[config.mk]
export PLATFORM = sky130hd
export DESIGN_NAME = colour_sensor_frame_parser
export DESIGN_NICKNAME = d
export VERILOG_FILES = /design/src/hw/rtl/csfp_pkg.sv /design/src/hw/rtl/colour_sensor_frame_parser.sv /design/src/hw/rtl/csfp_frame_track.sv /design/src/hw/rtl/csfp_value_hold.sv
export VERILOG_INCLUDE_DIRS = /design/src /design/src/hw/rtl
export SDC_FILE = /design/constraint.sdc
export NUM_CORES = 1
export LEC_CHECK = 0
export BUFFER_PORTS_ARGS = -buffer_cell sky130_fd_sc_hd__buf_2
export CORE_AREA = 5 5 160 162
export DETAILED_ROUTE_END_ITERATION = 10
export DIE_AREA = 0 0 165 167
export PLACE_DENSITY = 0.71
export SYNTH_ARGS = -nofsm -noshare
export SYNTH_HDL_FRONTEND = slang
export SYNTH_SLANG_ARGS = --single-unit
[constraint.sdc]
create_clock -name clock -period 13.8 [get_ports clock]
set_clock_uncertainty 0.1 [all_clocks]
set_input_delay 0.69 -clock clock [delete_from_list [all_inputs] [get_ports clock]]
set_output_delay 0.69 -clock clock [all_outputs]
set_load 0.02 [all_outputs]
[src/hw/rtl/colour_sensor_frame_parser_defines.svh]
// assertion macros shared by the colour sensor frame parser modules
`ifndef COLOUR_SENSOR_FRAME_PARSER_DEFINES_SVH
`define COLOUR_SENSOR_FRAME_PARSER_DEFINES_SVH

`ifndef SYNTHESIS
// consequent must hold in the same cycle as the antecedent
`define CSFP_ASSERT_SAME(label, clk, rst, ante, cons) \
   label: assert property (@(posedge clk) disable iff (rst) (ante) |-> (cons)) \
      else $error("csfp same-cycle check failed");
// consequent must hold in the cycle after the antecedent
`define CSFP_ASSERT_NEXT(label, clk, rst, ante, cons) \
   label: assert property (@(posedge clk) disable iff (rst) (ante) |=> (cons)) \
      else $error("csfp next-cycle check failed");
`else
`define CSFP_ASSERT_SAME(label, clk, rst, ante, cons)
`define CSFP_ASSERT_NEXT(label, clk, rst, ante, cons)
`endif

`endif

[src/hw/rtl/csfp_pkg.sv]
// types, constants and helpers for the colour sensor frame parser
package csfp_pkg;

   // frame framing bytes
   localparam logic [7:0] HDR_BYTE  = 8'h5A;
   localparam logic [7:0] TYPE_RGBC = 8'h15;
   localparam logic [7:0] TYPE_LCC  = 8'h25;
   localparam logic [7:0] TYPE_RGB  = 8'h45;

   // frame lengths in bytes, checksum included
   localparam logic [3:0] LEN_RGBC     = 4'd13;
   localparam logic [3:0] LEN_LCC      = 4'd11;
   localparam logic [3:0] LEN_RGB      = 4'd8;
   localparam logic [3:0] NO_FMT_LIMIT = 4'd13;

   // count values with a fixed role
   localparam logic [3:0] CNT_HDR0    = 4'd0;
   localparam logic [3:0] CNT_HDR1    = 4'd1;
   localparam logic [3:0] CNT_TYPE    = 4'd2;
   localparam logic [3:0] CNT_MAX     = 4'd12;
   localparam int         DATA_FIRST  = 4;
   localparam int         DATA_BYTES  = 8;

   typedef enum logic [1:0] {
      FMT_RGBC = 2'd0,
      FMT_LCC  = 2'd1,
      FMT_RGB  = 2'd2,
      FMT_NONE = 2'd3
   } fmt_type;

   // frame status handed from the tracker to the value store
   typedef struct packed {
      logic                            emit;
      logic                            good;
      fmt_type                         fmt;
      logic [DATA_BYTES-1:0][7:0]      data;
   } track_type;

   typedef logic [3:0][15:0] vals_type;

   function automatic logic [3:0] frame_len(input fmt_type fmt);
      logic [3:0] len;
      unique case (fmt)
         FMT_RGBC: len = LEN_RGBC;
         FMT_LCC:  len = LEN_LCC;
         FMT_RGB:  len = LEN_RGB;
         FMT_NONE: len = NO_FMT_LIMIT;
      endcase
      return len;
   endfunction

endpackage

[src/hw/rtl/colour_sensor_frame_parser.sv]
// Colour sensor frame parser top level: byte tracking, value store, result register.
// A result is valid in the cycle after the transfer of a frame's checksum byte.
// Throughput: one byte per cycle while req_stall is low; each byte passes once through the byte tracker.
// Bytes that end no frame are taken even while a result waits in the output register.
// Reset (synchronous): byte count 0, no format, held values zero, no result pending.
`include "colour_sensor_frame_parser_defines.svh"

module colour_sensor_frame_parser (
   input  logic        clock,
   input  logic        reset,
   input  logic        req_valid,
   output logic        req_stall,
   input  logic [7:0]  req_rx_byte,
   output logic        rsp_valid,
   input  logic        rsp_stall,
   output logic [1:0]  rsp_frame_format,
   output logic        rsp_checksum_good,
   output logic [15:0] rsp_value_0,
   output logic [15:0] rsp_value_1,
   output logic [15:0] rsp_value_2,
   output logic [15:0] rsp_value_3
);

   csfp_pkg::track_type track;
   csfp_pkg::vals_type  vals;
   logic                take, load;
   logic                rsp_valid_ff, rsp_valid_in;
   logic [1:0]          fmt_ff;
   logic                good_ff;
   csfp_pkg::vals_type  vals_ff;

   // hold only a frame-ending byte while the result register is blocked
   assign req_stall = track.emit && rsp_valid_ff && rsp_stall;
   assign take      = req_valid && !req_stall;
   assign load      = take && track.emit;

   csfp_frame_track u_track (
      .clock   (clock),
      .reset   (reset),
      .take    (take),
      .rx_byte (req_rx_byte),
      .track   (track)
   );

   csfp_value_hold u_hold (
      .clock  (clock),
      .reset  (reset),
      .update (load && track.good),
      .track  (track),
      .vals   (vals)
   );

   // result register
   always_comb begin
      rsp_valid_in = rsp_valid_ff && rsp_stall;
      if (load) begin
         rsp_valid_in = 1'b1;
      end
   end

   always_ff @(posedge clock) begin
      if (reset) begin
         rsp_valid_ff <= 1'b0;
      end else begin
         rsp_valid_ff <= rsp_valid_in;
      end
   end

   always_ff @(posedge clock) begin
      if (load) begin
         fmt_ff  <= 2'(track.fmt);
         good_ff <= track.good;
         vals_ff <= vals;
      end
   end

   assign rsp_valid         = rsp_valid_ff;
   assign rsp_frame_format  = fmt_ff;
   assign rsp_checksum_good = good_ff;
   assign rsp_value_0       = vals_ff[0];
   assign rsp_value_1       = vals_ff[1];
   assign rsp_value_2       = vals_ff[2];
   assign rsp_value_3       = vals_ff[3];

   `CSFP_ASSERT_SAME(a_no_overrun, clock, reset, load, !rsp_valid_ff || !rsp_stall)
   `CSFP_ASSERT_SAME(a_format_known, clock, reset, rsp_valid_ff,
                     fmt_ff != 2'(csfp_pkg::FMT_NONE))
   `CSFP_ASSERT_SAME(a_clear_only_rgbc, clock, reset,
                     rsp_valid_ff && (fmt_ff != 2'(csfp_pkg::FMT_RGBC)), vals_ff[3] == 16'd0)

endmodule

[src/hw/rtl/csfp_frame_track.sv]
// byte counter, header and type decode, running checksum and payload byte store
`include "colour_sensor_frame_parser_defines.svh"

module csfp_frame_track (
   input  logic                 clock,
   input  logic                 reset,
   input  logic                 take,
   input  logic [7:0]           rx_byte,
   output csfp_pkg::track_type  track
);

   logic [3:0]        count_ff, count_in, cnt_inc;
   csfp_pkg::fmt_type fmt_ff, fmt_in;
   logic [7:0]        sum_ff, sum_in;
   logic              hdr0_ok_ff, hdr0_ok_in;
   logic [csfp_pkg::DATA_BYTES-1:0][7:0] data_ff;
   logic              emit, hdr_fail, none_wrap;

   assign cnt_inc = count_ff + 4'd1;

   // format decode on the type byte
   always_comb begin
      fmt_in = fmt_ff;
      if (count_ff == csfp_pkg::CNT_TYPE) begin
         unique case (rx_byte)
            csfp_pkg::TYPE_RGBC: fmt_in = csfp_pkg::FMT_RGBC;
            csfp_pkg::TYPE_LCC:  fmt_in = csfp_pkg::FMT_LCC;
            csfp_pkg::TYPE_RGB:  fmt_in = csfp_pkg::FMT_RGB;
            default:             fmt_in = fmt_ff;
         endcase
      end
   end

   // frame end, header check and count restart
   always_comb begin
      hdr0_ok_in = hdr0_ok_ff;
      if (count_ff == csfp_pkg::CNT_HDR0) begin
         hdr0_ok_in = (rx_byte == csfp_pkg::HDR_BYTE);
      end
      hdr_fail  = (count_ff == csfp_pkg::CNT_HDR1) &&
                  !(hdr0_ok_ff && (rx_byte == csfp_pkg::HDR_BYTE));
      emit      = (fmt_ff != csfp_pkg::FMT_NONE) &&
                  (cnt_inc == csfp_pkg::frame_len(fmt_ff));
      none_wrap = (fmt_in == csfp_pkg::FMT_NONE) && (cnt_inc == csfp_pkg::NO_FMT_LIMIT);
      count_in  = (emit || hdr_fail || none_wrap) ? 4'd0 : cnt_inc;
      sum_in    = (count_in == 4'd0) ? 8'd0 : sum_ff + rx_byte;
   end

   // control state
   always_ff @(posedge clock) begin
      if (reset) begin
         count_ff   <= 4'd0;
         fmt_ff     <= csfp_pkg::FMT_NONE;
         sum_ff     <= 8'd0;
         hdr0_ok_ff <= 1'b0;
      end else if (take) begin
         count_ff   <= count_in;
         fmt_ff     <= fmt_in;
         sum_ff     <= sum_in;
         hdr0_ok_ff <= hdr0_ok_in;
      end
   end

   // payload bytes, each entry written at its own count
   always_ff @(posedge clock) begin
      for (int i = 0; i < csfp_pkg::DATA_BYTES; i++) begin
         if (take && (count_ff == 4'(i + csfp_pkg::DATA_FIRST))) begin
            data_ff[i] <= rx_byte;
         end
      end
   end

   assign track.emit = emit;
   assign track.good = (sum_ff == rx_byte);
   assign track.fmt  = fmt_ff;
   assign track.data = data_ff;

   `CSFP_ASSERT_SAME(a_count_range, clock, reset, 1'b1, count_ff <= csfp_pkg::CNT_MAX)
   `CSFP_ASSERT_SAME(a_no_emit_unformatted, clock, reset, fmt_ff == csfp_pkg::FMT_NONE, !emit)
   `CSFP_ASSERT_NEXT(a_restart_after_end, clock, reset, take && emit,
                     (count_ff == 4'd0) && (sum_ff == 8'd0))

endmodule

[src/hw/rtl/csfp_value_hold.sv]
// held measurement values per format and the value selection for a result
module csfp_value_hold (
   input  logic                 clock,
   input  logic                 reset,
   input  logic                 update,
   input  csfp_pkg::track_type  track,
   output csfp_pkg::vals_type   vals
);

   logic [3:0][15:0] rgbc_ff, rgbc_in;
   logic [2:0][15:0] lcc_ff, lcc_in;
   logic [2:0][7:0]  rgb_ff, rgb_in;
   logic [3:0][15:0] words;

   // big-endian words from the payload bytes
   always_comb begin
      for (int i = 0; i < 4; i++) begin
         words[i] = {track.data[2 * i], track.data[2 * i + 1]};
      end
   end

   // next held values on a passing frame
   always_comb begin
      rgbc_in = rgbc_ff;
      lcc_in  = lcc_ff;
      rgb_in  = rgb_ff;
      if (update) begin
         unique case (track.fmt)
            csfp_pkg::FMT_RGBC: rgbc_in = words;
            csfp_pkg::FMT_LCC:  lcc_in  = words[2:0];
            csfp_pkg::FMT_RGB:  rgb_in  = track.data[2:0];
            csfp_pkg::FMT_NONE: rgb_in  = rgb_ff;
         endcase
      end
   end

   always_ff @(posedge clock) begin
      if (reset) begin
         rgbc_ff <= '0;
         lcc_ff  <= '0;
         rgb_ff  <= '0;
      end else begin
         rgbc_ff <= rgbc_in;
         lcc_ff  <= lcc_in;
         rgb_ff  <= rgb_in;
      end
   end

   // values of the frame's format after the update
   always_comb begin
      unique case (track.fmt)
         csfp_pkg::FMT_RGBC: vals = rgbc_in;
         csfp_pkg::FMT_LCC:  vals = {16'd0, lcc_in};
         csfp_pkg::FMT_RGB:  vals = {16'd0, {8'd0, rgb_in[2]}, {8'd0, rgb_in[1]},
                                     {8'd0, rgb_in[0]}};
         csfp_pkg::FMT_NONE: vals = '0;
      endcase
   end

endmodule
==> flow_metrics.py, run 1 <==
metrics = {
    "floorplan": {
        "initial_core_util": 0.490,
        "core_mm2": 0.0240,
        "rows": 57,
        "die-area_mm2": 0.0276,
        "fp.dieW_um": 165,
        "dieHeight_um": 167,
        "ios": 81,
    },
    "sta": {
        "setup_ws_ns": 9.58,
        "fmax_ghz": 0.237,
        "relSlewSlack": 0.298,
        "slew_violations": 0,
        "setup_viol": 0,
        "setup_tns_ns": 0,
        "min_period_over_period": 0.306,
        "rsz0062_at_grt": "false",
        "worst_slew_pin_slew_ns": 1.05,
        "min_period_ns": 4.22,
        "hold_viol_final": 0,
        "whs_ns": 0.354,
    },
    "layout": {
        "nets": 1177,
        "fin_area_mm2": 0.0133,
        "diodes": 0,
        "area_delta_synth_final_pct": 13.1,
        "instances_no_fill": 1494,
        "drive_gt1_frac": 0.132,
    },
    "cts": {
        "post_cts_buffers": 0,
        "cts_tree": "yes",
        "cts.repair.resized": 0,
        "clk-insertion-delay-late_ns": 0.54,
        "clk_pin_slew_worst_paths_ns": 0.06,
        "ctsRootBufferMaster": "clkbuf_16",
        "clock_sinks": 283,
        "hold_buffers": 0,
        "cts_made_buffers": 29,
        "clk_path_buf_depth": 3,
        "cts_max_level": 1,
    },
    "global_route": {
        "overflow": 0,
        "antenna_found_initial": 1,
        "grt_use_total": 0.208,
        "first_global_vias": 8560,
        "grt_max_degree": 85,
        "grt_pass1_wl_mm": 46.1,
    },
    "logic_synthesis": {
        "synthTopCellsByCount": "nand2_1 (176), dfxtp_1 (152), edfxtp_1 (131)",
        "yosys_warnings": 0,
        "syn-num-nets": 1126,
        "synth_cell_types": 53,
        "synth_area_per_cell_um2": 10.7,
        "synthCells": 1097,
        "ys_seq_area_frac": 0.594,
        "ys.flop_type": "dfxtp_1",
        "synth.area.top_cells": "edfxtp_1 (34%), dfxtp_1 (26%), mux2i_1 (8.3%)",
        "async_flop_share": 0,
        "synth.most_common_cell": "nand2_1",
        "synth_edf_count": 131,
        "ys_seq_elements": 283,
        "yosysTopAreaCell": "edfxtp_1",
        "syn-cell-area_mm2": 0.0117,
        "synth_top_area_share": 0.335,
    },
    "critical_path": {
        "crit_fanout": 48,
        "r2r_slack_ns": 9.58,
        "path_cells": "inv_1 -> ha_1 -> xor2_1 -> or3_4 -> or4b_1 -> nor2_4 -> buf_4 -> a211oi_1 -> o32ai_1",
        "critPathLaunch": "u_track.count_ff[0]",
        "start_kind": "flip-flop",
        "max_stage_delay_ns": 0.78,
        "reg2reg_depth": 9,
        "cp.required_ns": 14.02,
        "r2r-end": "rsp_value_1[1]",
        "r2r-start": "u_track.count_ff[0]",
        "crit_type": "flip-flop to flip-flop",
        "cp.arrival_ns": 4.44,
        "cpMaxStageDelayCell": "or4b_1",
        "crit_path_end_kind": "flip-flop",
        "crit_end": "rsp_value_1[1]",
    },
    "placed_design": {
        "dp_worst_setup_slack_ns": 9.65,
        "port_buffers": 80,
        "placed_cells": 1441,
        "dpl_cell_area_mm2": 0.0123,
        "place_congestion": 0.894,
        "dp_hpwl_mm": 16.2,
    },
    "routing": {
        "ant_nets": 0,
        "drtIter0Drc": 682,
        "first_pass_iters": 6,
        "wl_mm": 28.7,
        "vias_per_cell": 5.71,
        "avgRoutedWirePerCell_um": 19.2,
        "drc": 0,
        "vias": 8527,
    },
    "power": {
        "peakVddDrop_mv": 0.0971,
        "power.leakage_uw": 0.00463,
        "p_per_area_mw_per_mm2": 129,
    },
    "hold_path": {
        "hold_depth": 2,
        "hp-class": "flip-flop to flip-flop",
    },
    "status": {
        "run_status": "completed",
    },
    "job": {
        "cap_violations": 0,
    },
}
state kept, by name, summed over array words and instances, names as in the netlist:
register / flops
rsp_checksum_good: 1
rsp_frame_format: 2
rsp_valid: 1
rsp_value_0: 16
rsp_value_1: 16
rsp_value_2: 16
rsp_value_3: 16
u_hold.lcc_ff: 48
u_hold.rgb_ff: 24
u_hold.rgbc_ff: 64
u_track.count_ff: 4
u_track.fmt_ff: 2
u_track.hdr0_ok_ff: 1
u_track.sum_ff: 8
u_track.track: 64
worst min path at each step:
stage                  startpoint                 end  slack [ns]
2_1_floorplan   u_track.sum_ff[0]   u_track.sum_ff[0]        0.34
3_3_place_gp   u_hold.rgbc_ff[63]  u_hold.rgbc_ff[63]        0.34
3_5_place_dp   u_hold.rgbc_ff[54]  u_hold.rgbc_ff[54]        0.35
4_1_cts        u_hold.rgbc_ff[49]  u_hold.rgbc_ff[49]        0.36
5_1_grt         u_hold.rgbc_ff[0]   u_hold.rgbc_ff[0]        0.37
6_report       u_hold.rgbc_ff[36]  u_hold.rgbc_ff[36]        0.35
report_power, final:
group | internal [uW] | total, uW | switching (uW) | leakage (uW)
logic | 16.8 | 52.6 | 35.9 | 0.00174
registers | 876 | 879 | 2.95 | 0.00242
clock network | 465 | 784 | 319 | 0.000470
total | 1360 | 1720 | 358 | 0.00463
through the flow:
step                total power (uW)  utilization
global route                    1770        0.554
finish                          1720        0.554
floorplan                        931            -
detailed placement               950        0.514
global placement                 948        0.514
CTS                             1730        0.554
cell type report:
type / instances / area, um^2
Sequential cell: 283 / 6980
Clock inverter: 14 / 164
Inverter: 11 / 41.3
Tap cell: 324 / 405
Timing Repair Buffer: 97 / 531
Clock buffer: 39 / 803
Fill cell: 2086 / 10700
Multi-Input combinational cell: 726 / 4350
cells by family after synthesis:
kind of cell,Yosys count,share of synthesized area
multiplexers,97,0.0827
flip-flops,283,0.594
AO/OA/AOI/OAI,240,0.123
AND/OR/NAND/NOR,360,0.135
buffers and inverters,88,0.0369
adder cells (fa/ha/maj),17,0.0188
XOR/XNOR,12,0.00895
layer usage:
layer  vias up  GRT usage  routed length, um
li1       4008          -                  -
met1      4125      0.286              12400
met2       347      0.342              13500
met3        47     0.0346               2140
met4         0     0.0550                586
met5         -          0                  0
placed cells by master, fill, tap and decap left out, types with 15 or more instances in the layout:
| master | instances |
|---|---|
| dfxtp_1 | 152 |
| ha_1 | 15 |
| buf_2 | 79 |
| a211oi_1 | 24 |
| edfxtp_1 | 131 |
| a21oi_1 | 120 |
| nand2_1 | 176 |
| nor2b_1 | 26 |
| mux2i_1 | 97 |
| o21ai_0 | 16 |
| o22ai_1 | 24 |
| o32ai_1 | 26 |
| nor2_1 | 111 |
| buf_4 | 18 |
| clkbuf_16 | 29 |
worst max-delay path: cells and delay by family (launching register included):
family                     cells  cell delay (ns)
buffers and inverters          2             0.75
AOI/OAI and AO/OA              2             0.45
adders and majority gates      1             0.35
and+or+nand+nor                3             1.65
xor gates and xnor gates       1             0.18
DFF                            1             0.48
(Power assumes the default switching activity.)
==> run 2, diff against run 1 <==
==> constraint.sdc (replaced) <==
create_clock -name clock -period 4.2 [get_ports clock]
set_clock_uncertainty 0.1 [all_clocks]
set_input_delay 0.21 -clock clock [delete_from_list [all_inputs] [get_ports clock]]
set_output_delay 0.21 -clock clock [all_outputs]
set_load 0.02 [all_outputs]
==> run 2 against run 1 <==
- combinational power rose to 3.5 times the previous value
- global-route usage decreased by 0.34 points
- highest routed layer unchanged
- wire length shrank 0.15%
- critical path type unchanged
- sequential share of layout area shrank 0.78 points
- non-clock buffer count is 15 higher
- flip-flop and latch count stayed put
- clock power rose to 3.4 times the previous value
- via count up 0.35%
- worst setup slack worse by 9.0 ns
- largest power group unchanged
- core utilization up 0.83 points
- cell count is 1.1% higher
- die area unchanged
==> flow_metrics.py, run 2 (synthesized netlist as in run 1, its figures left out) <==
metrics = {
    "cts": {
        "clk-insertion-delay-late_ns": 0.54,
        "ctsRootBufferMaster": "clkbuf_16",
        "hold_buffers": 5,
        "cts_max_level": 1,
        "post_cts_buffers": 0,
        "cts_made_buffers": 29,
        "clock_sinks": 283,
        "cts.repair.resized": 0,
        "clk_pin_slew_worst_paths_ns": 0.06,
        "clk_path_buf_depth": 3,
        "cts_tree": "yes",
    },
    "routing": {
        "wl_mm": 28.7,
        "drc": 0,
        "drtIter0Drc": 669,
        "wl_met1_mm": 12.4,
        "wl_met2_mm": 13.7,
        "routed.top_layer": "met4",
        "vias": 8557,
        "vias_per_cell": 5.67,
        "avgRoutedWirePerCell_um": 19.0,
        "ant_nets": 0,
        "first_pass_iters": 5,
        "met3WireLength_mm": 1.79,
    },
    "sta": {
        "setup_ws_ns": 0.546,
        "relSlewSlack": 0.248,
        "setup_tns_ns": 0,
        "setup_viol": 0,
        "min_period_over_period": 0.870,
        "fmax_ghz": 0.274,
        "slew_violations": 0,
        "rsz0062_at_grt": "false",
        "worst_slew_pin_slew_ns": 1.13,
        "min_period_ns": 3.65,
        "hold_viol_final": 0,
    },
    "global_route": {
        "grt_use_total": 0.205,
        "antenna_found_initial": 0,
        "first_global_vias": 8408,
        "overflow": 0,
        "grt_max_degree": 100,
        "grt_pass1_wl_mm": 45.6,
    },
    "layout": {
        "nets": 1192,
        "multiInputGateArea_mm2": 0.00435,
        "regArea_mm2": 0.00698,
        "layout_common_cells": "nand2_1 (176), dfxtp_1 (152), edfxtp_1 (131), a21oi_1 (120), nor2_1 (111)",
        "mostFrequentLayoutCell": "nand2_1",
        "drive_gt1_frac": 0.141,
        "fillers": 2062,
        "diodes": 0,
        "area_delta_synth_final_pct": 14.8,
    },
    "floorplan": {
        "dieHeight_um": 167,
        "die-area_mm2": 0.0276,
        "fp.dieW_um": 165,
        "ios": 81,
        "initial_core_util": 0.490,
        "core_mm2": 0.0240,
        "rows": 57,
    },
    "critical_path": {
        "crit_path_end_kind": "flip-flop",
        "start_kind": "flip-flop",
        "crit_type": "flip-flop to flip-flop",
        "crit_fanout": 13,
        "cp.required_ns": 4.36,
        "cp.arrival_ns": 3.81,
    },
    "power": {
        "swShare": 0.206,
        "power_switching_uw": 1170,
        "peakVddDrop_mv": 0.286,
        "p_per_area_mw_per_mm2": 424,
        "power.leakage_uw": 0.00474,
        "seqPwrFrac": 0.506,
        "p_comb_frac": 0.032,
        "intPower_uw": 4530,
        "clkPwrFrac": 0.462,
    },
    "job": {
        "cap_violations": 0,
    },
    "placed_design": {
        "dp_hpwl_mm": 16.5,
        "port_buffers": 80,
        "dp_worst_setup_slack_ns": 0.592,
        "place_congestion": 0.854,
    },
    "hold_path": {
        "hp-class": "primary input to flip-flop",
    },
    "status": {
        "run_status": "completed",
    },
}
==> run 2: cell count changes in the layout (fill, tap and decap cells not counted), sizes merged <==
cell / change
inv: +1
dlygate4sd3: +5
clkinv: -1
clkbuf: +2
buf: +10
clkinvlp: -1
==> run 2: cell type report <==
type / count / area share
well taps: 324 / 0.0301
clock inverters: 13 / 0.0113
repair buffers: 112 / 0.0514
clock buffers: 41 / 0.0631
flip-flops and latches: 283 / 0.518
multi-input cells: 726 / 0.323
inverters: 11 / 0.00306
==> run 2: worst max-delay path: stages (launching register included) <==
cell	delay, ns
dfxtp_1	0.47
inv_1	0.13
ha_1	0.35
xor2_1	0.18
or3_4	0.40
or4b_1	0.53
buf_4	0.21
nor2_4	0.39
a211oi_1	0.10
o32ai_1	0.53
==> run 2: path summary, 6_finish.rpt <==
kind | depth (start not counted) | from | end | slack (ns)
max | 9 | u_track.count_ff[0] | rsp_value_2[7] | 0.55
min | 1 | req_rx_byte[1] | u_track.track[25] | 0.06
max reg2reg | 9 | u_track.count_ff[0] | rsp_value_2[7] | 0.55
min reg2reg | 2 | u_hold.rgbc_ff[62] | u_hold.rgbc_ff[62] | 0.35
==> run 2: through the flow <==
step	hold slack [ns]	cells	utilization	cell area [um^2]	total power [uW]
detailed placement	0.349	1451	0.518	12400	3120
floorplan	0.209	1097	-	11700	3060
global route	0.0490	1510	0.562	13500	5890
CTS	0.0367	1510	0.562	13500	5750
finish	0.0643	1510	0.562	13500	5710
global placement	0.342	1451	0.518	12400	3120
==> run 2: routing by layer <==
layer | vias up | GRT usage
met5 | - | 0
met3 | 51 | 0.0264
met2 | 291 | 0.339
met1 | 4165 | 0.284
met4 | 0 | 0.0553
li1 | 4050 | -
==> run 2: power by group through the flow <==
stage / Clock [uW] / Sequential, uW / Combinational (uW)
6_report: 2640 / 2890 / 182
5_1_grt: 2800 / 2890 / 197
4_1_cts: 2680 / 2890 / 179
3_5_place_dp: 0 / 2950 / 175
3_3_place_gp: 0 / 2950 / 173
2_1_floorplan: 0 / 2950 / 115
==> run 3, diff against run 2 <==
--- a/config.mk
+++ b/config.mk
@@ -10,6 +10,7 @@
 export CORE_AREA = 5 5 160 162
 export DETAILED_ROUTE_END_ITERATION = 10
 export DIE_AREA = 0 0 165 167
+export GPL_TIMING_DRIVEN = 0
 export PLACE_DENSITY = 0.71
 export SYNTH_ARGS = -nofsm -noshare
 export SYNTH_HDL_FRONTEND = slang
==> run 3 against run 2 <==
- cell count is 3.2% higher
- highest routed layer unchanged
- combinational power is 5% higher
- flip-flop and latch count stayed put
- maximum frequency is 6.1% lower
- clock power is 3% lower
- sequential share of layout area is 0.37 points lower
==> flow_metrics.py, run 3 (synthesized netlist as in run 1, its figures left out) <==
metrics = {
    "sta": {
        "setup_viol": 0,
        "min_period_ns": 3.89,
        "min_period_over_period": 0.927,
        "relSlewSlack": 0.133,
        "rsz0062_at_grt": "false",
        "hold_viol_final": 0,
        "setup_tns_ns": 0,
        "slew_violations": 0,
        "worst_slew_pin_slew_ns": 1.28,
        "fmax_ghz": 0.257,
    },
    "layout": {
        "layout_common_cells": "nand2_1 (176), dfxtp_1 (152), edfxtp_1 (131), a21oi_1 (120), nor2_1 (111)",
        "area_delta_synth_final_pct": 15.6,
        "mostFrequentLayoutCell": "nand2_1",
        "regArea_mm2": 0.00698,
        "multiInputGateArea_mm2": 0.00434,
        "fillers": 2074,
        "diodes": 0,
        "drive_gt1_frac": 0.130,
        "instances_no_fill": 1558,
        "nets": 1241,
    },
    "routing": {
        "first_pass_iters": 5,
        "ant_nets": 0,
        "drc": 0,
        "vias_per_cell": 5.73,
        "drtIter0Drc": 958,
        "vias": 8927,
        "avgRoutedWirePerCell_um": 20.6,
        "wl_mm": 32.1,
    },
    "floorplan": {
        "fp.dieW_um": 165,
        "rows": 57,
        "die-area_mm2": 0.0276,
        "core_mm2": 0.0240,
        "ios": 81,
        "dieHeight_um": 167,
        "initial_core_util": 0.490,
    },
    "global_route": {
        "top_usage_layer": "met2",
        "met1_usage": 0.324,
        "grt_pass1_wl_mm": 49.7,
        "overflow": 0,
        "grt_use_total": 0.232,
        "gr-usage-met3": 0.0373,
        "antenna_found_initial": 2,
        "grt_use_met2": 0.372,
        "grt_max_degree": 36,
        "first_global_vias": 8619,
    },
    "cts": {
        "clock_sinks": 283,
        "clk-insertion-delay-late_ns": 0.55,
        "cts_tree": "yes",
        "clk_pin_slew_worst_paths_ns": 0.06,
        "ctsRootBufferMaster": "clkbuf_16",
        "clk_path_buf_depth": 3,
        "cts_max_level": 1,
        "cts_made_buffers": 28,
    },
    "power": {
        "p_per_area_mw_per_mm2": 415,
        "peakVddDrop_mv": 0.338,
        "power.leakage_uw": 0.00476,
    },
    "placed_design": {
        "place_congestion": 0.892,
        "placed_cells": 1501,
        "dp_hpwl_mm": 20.7,
        "port_buffers": 78,
    },
    "job": {
        "cap_violations": 0,
    },
    "critical_path": {
        "cp.required_ns": 4.43,
        "crit_fanout": 10,
        "crit_path_end_kind": "flip-flop",
        "r2r_slack_ns": 0.31,
        "crit_type": "flip-flop to flip-flop",
        "cp.arrival_ns": 4.12,
        "cpMaxStageDelayCell": "o21ai_1",
        "start_kind": "flip-flop",
        "path_cells": "buf_6 -> inv_1 -> ha_1 -> xor2_1 -> or3_4 -> or4b_1 -> buf_4 -> o21ai_1 -> buf_2 -> o22ai_1 -> a21oi_1",
        "max_stage_delay_ns": 0.52,
    },
    "status": {
        "run_status": "completed",
    },
    "hold_path": {
        "hp-class": "primary input to flip-flop",
    },
}
[run 3: changes by cell type in the layout (fill, tap and decap cells not counted), moves of 2 or more]
| cell | change |
|---|---|
| clkinv_2 | -3 |
| inv_6 | -2 |
| buf_4 | -21 |
| buf_2 | +21 |
| clkbuf_8 | -3 |
| buf_1 | +2 |
| buf_6 | +8 |
| clkbuf_1 | +49 |
[run 3: report_power, final]
group | total (uW) | leakage, uW | internal (uW) | switching [uW]
Combinational | 192 | 0.00188 | 60.0 | 132
Clock | 2550 | 0.000456 | 1510 | 1040
Sequential | 2890 | 0.00242 | 2880 | 8.83
[run 3: layer usage]
metal | share of wire | vias up
met5 | 0 | -
met4 | 0.033 | 0
met3 | 0.087 | 72
met2 | 0.47 | 407
met1 | 0.41 | 4306
li1 | - | 4142
[run 3: through the flow]
| step | utilization | setup WS, ns | cell area, um^2 | total power (uW) | hold slack [ns] |
|---|---|---|---|---|---|
| after floorplan | - | 0.140 | 11700 | 3060 | 0.209 |
| after global placement | 0.523 | -0.824 | 12500 | 3130 | 0.342 |
| after detailed placement | 0.525 | 0.348 | 12600 | 3130 | 0.347 |
| after CTS | 0.566 | 0.319 | 13600 | 5650 | 0.0267 |
| after global routing | 0.566 | 0.107 | 13600 | 5800 | 0.0261 |
| final | 0.566 | 0.309 | 13600 | 5630 | 0.0399 |
[run 3: final cells by class]
type	instances	area share
buffer	77	0.0289
clock buffer	45	0.0600
clock inverter	7	0.00922
inverter	11	0.00304
multi-input combinational	726	0.320
sequential	283	0.514
tap	324	0.0299
timing repair buffer	85	0.0354
[run 3: final timing paths]
check                           cells past startpoint                 from                 end
worst max register to register                     11  u_track.count_ff[0]     rsp_value_0[15]
worst min-delay path                                1       req_rx_byte[1]   u_track.track[17]
worst min register to register                      2   u_hold.rgbc_ff[50]  u_hold.rgbc_ff[50]
worst max-delay path                               11  u_track.count_ff[0]     rsp_value_0[15]
[run 3: repair_timing]
| item | in CTS | in global routing |
|---|---|---|
| hold endpoints to repair | 25 | 0 |
| gates resized for setup | 0 | 0 |
| hold buffers | 5 | 0 |
| buffers inserted | 0 | 0 |
[run 3: worst max-delay path: cells and delay by family (launching register included)]
kind / cells / cell delay [ns]
compound gates: 3 / 0.97
simple gates: 2 / 0.90
buf+inv: 4 / 0.83
flops: 1 / 0.37
fa+ha+maj: 1 / 0.34
xor+xnor: 1 / 0.17
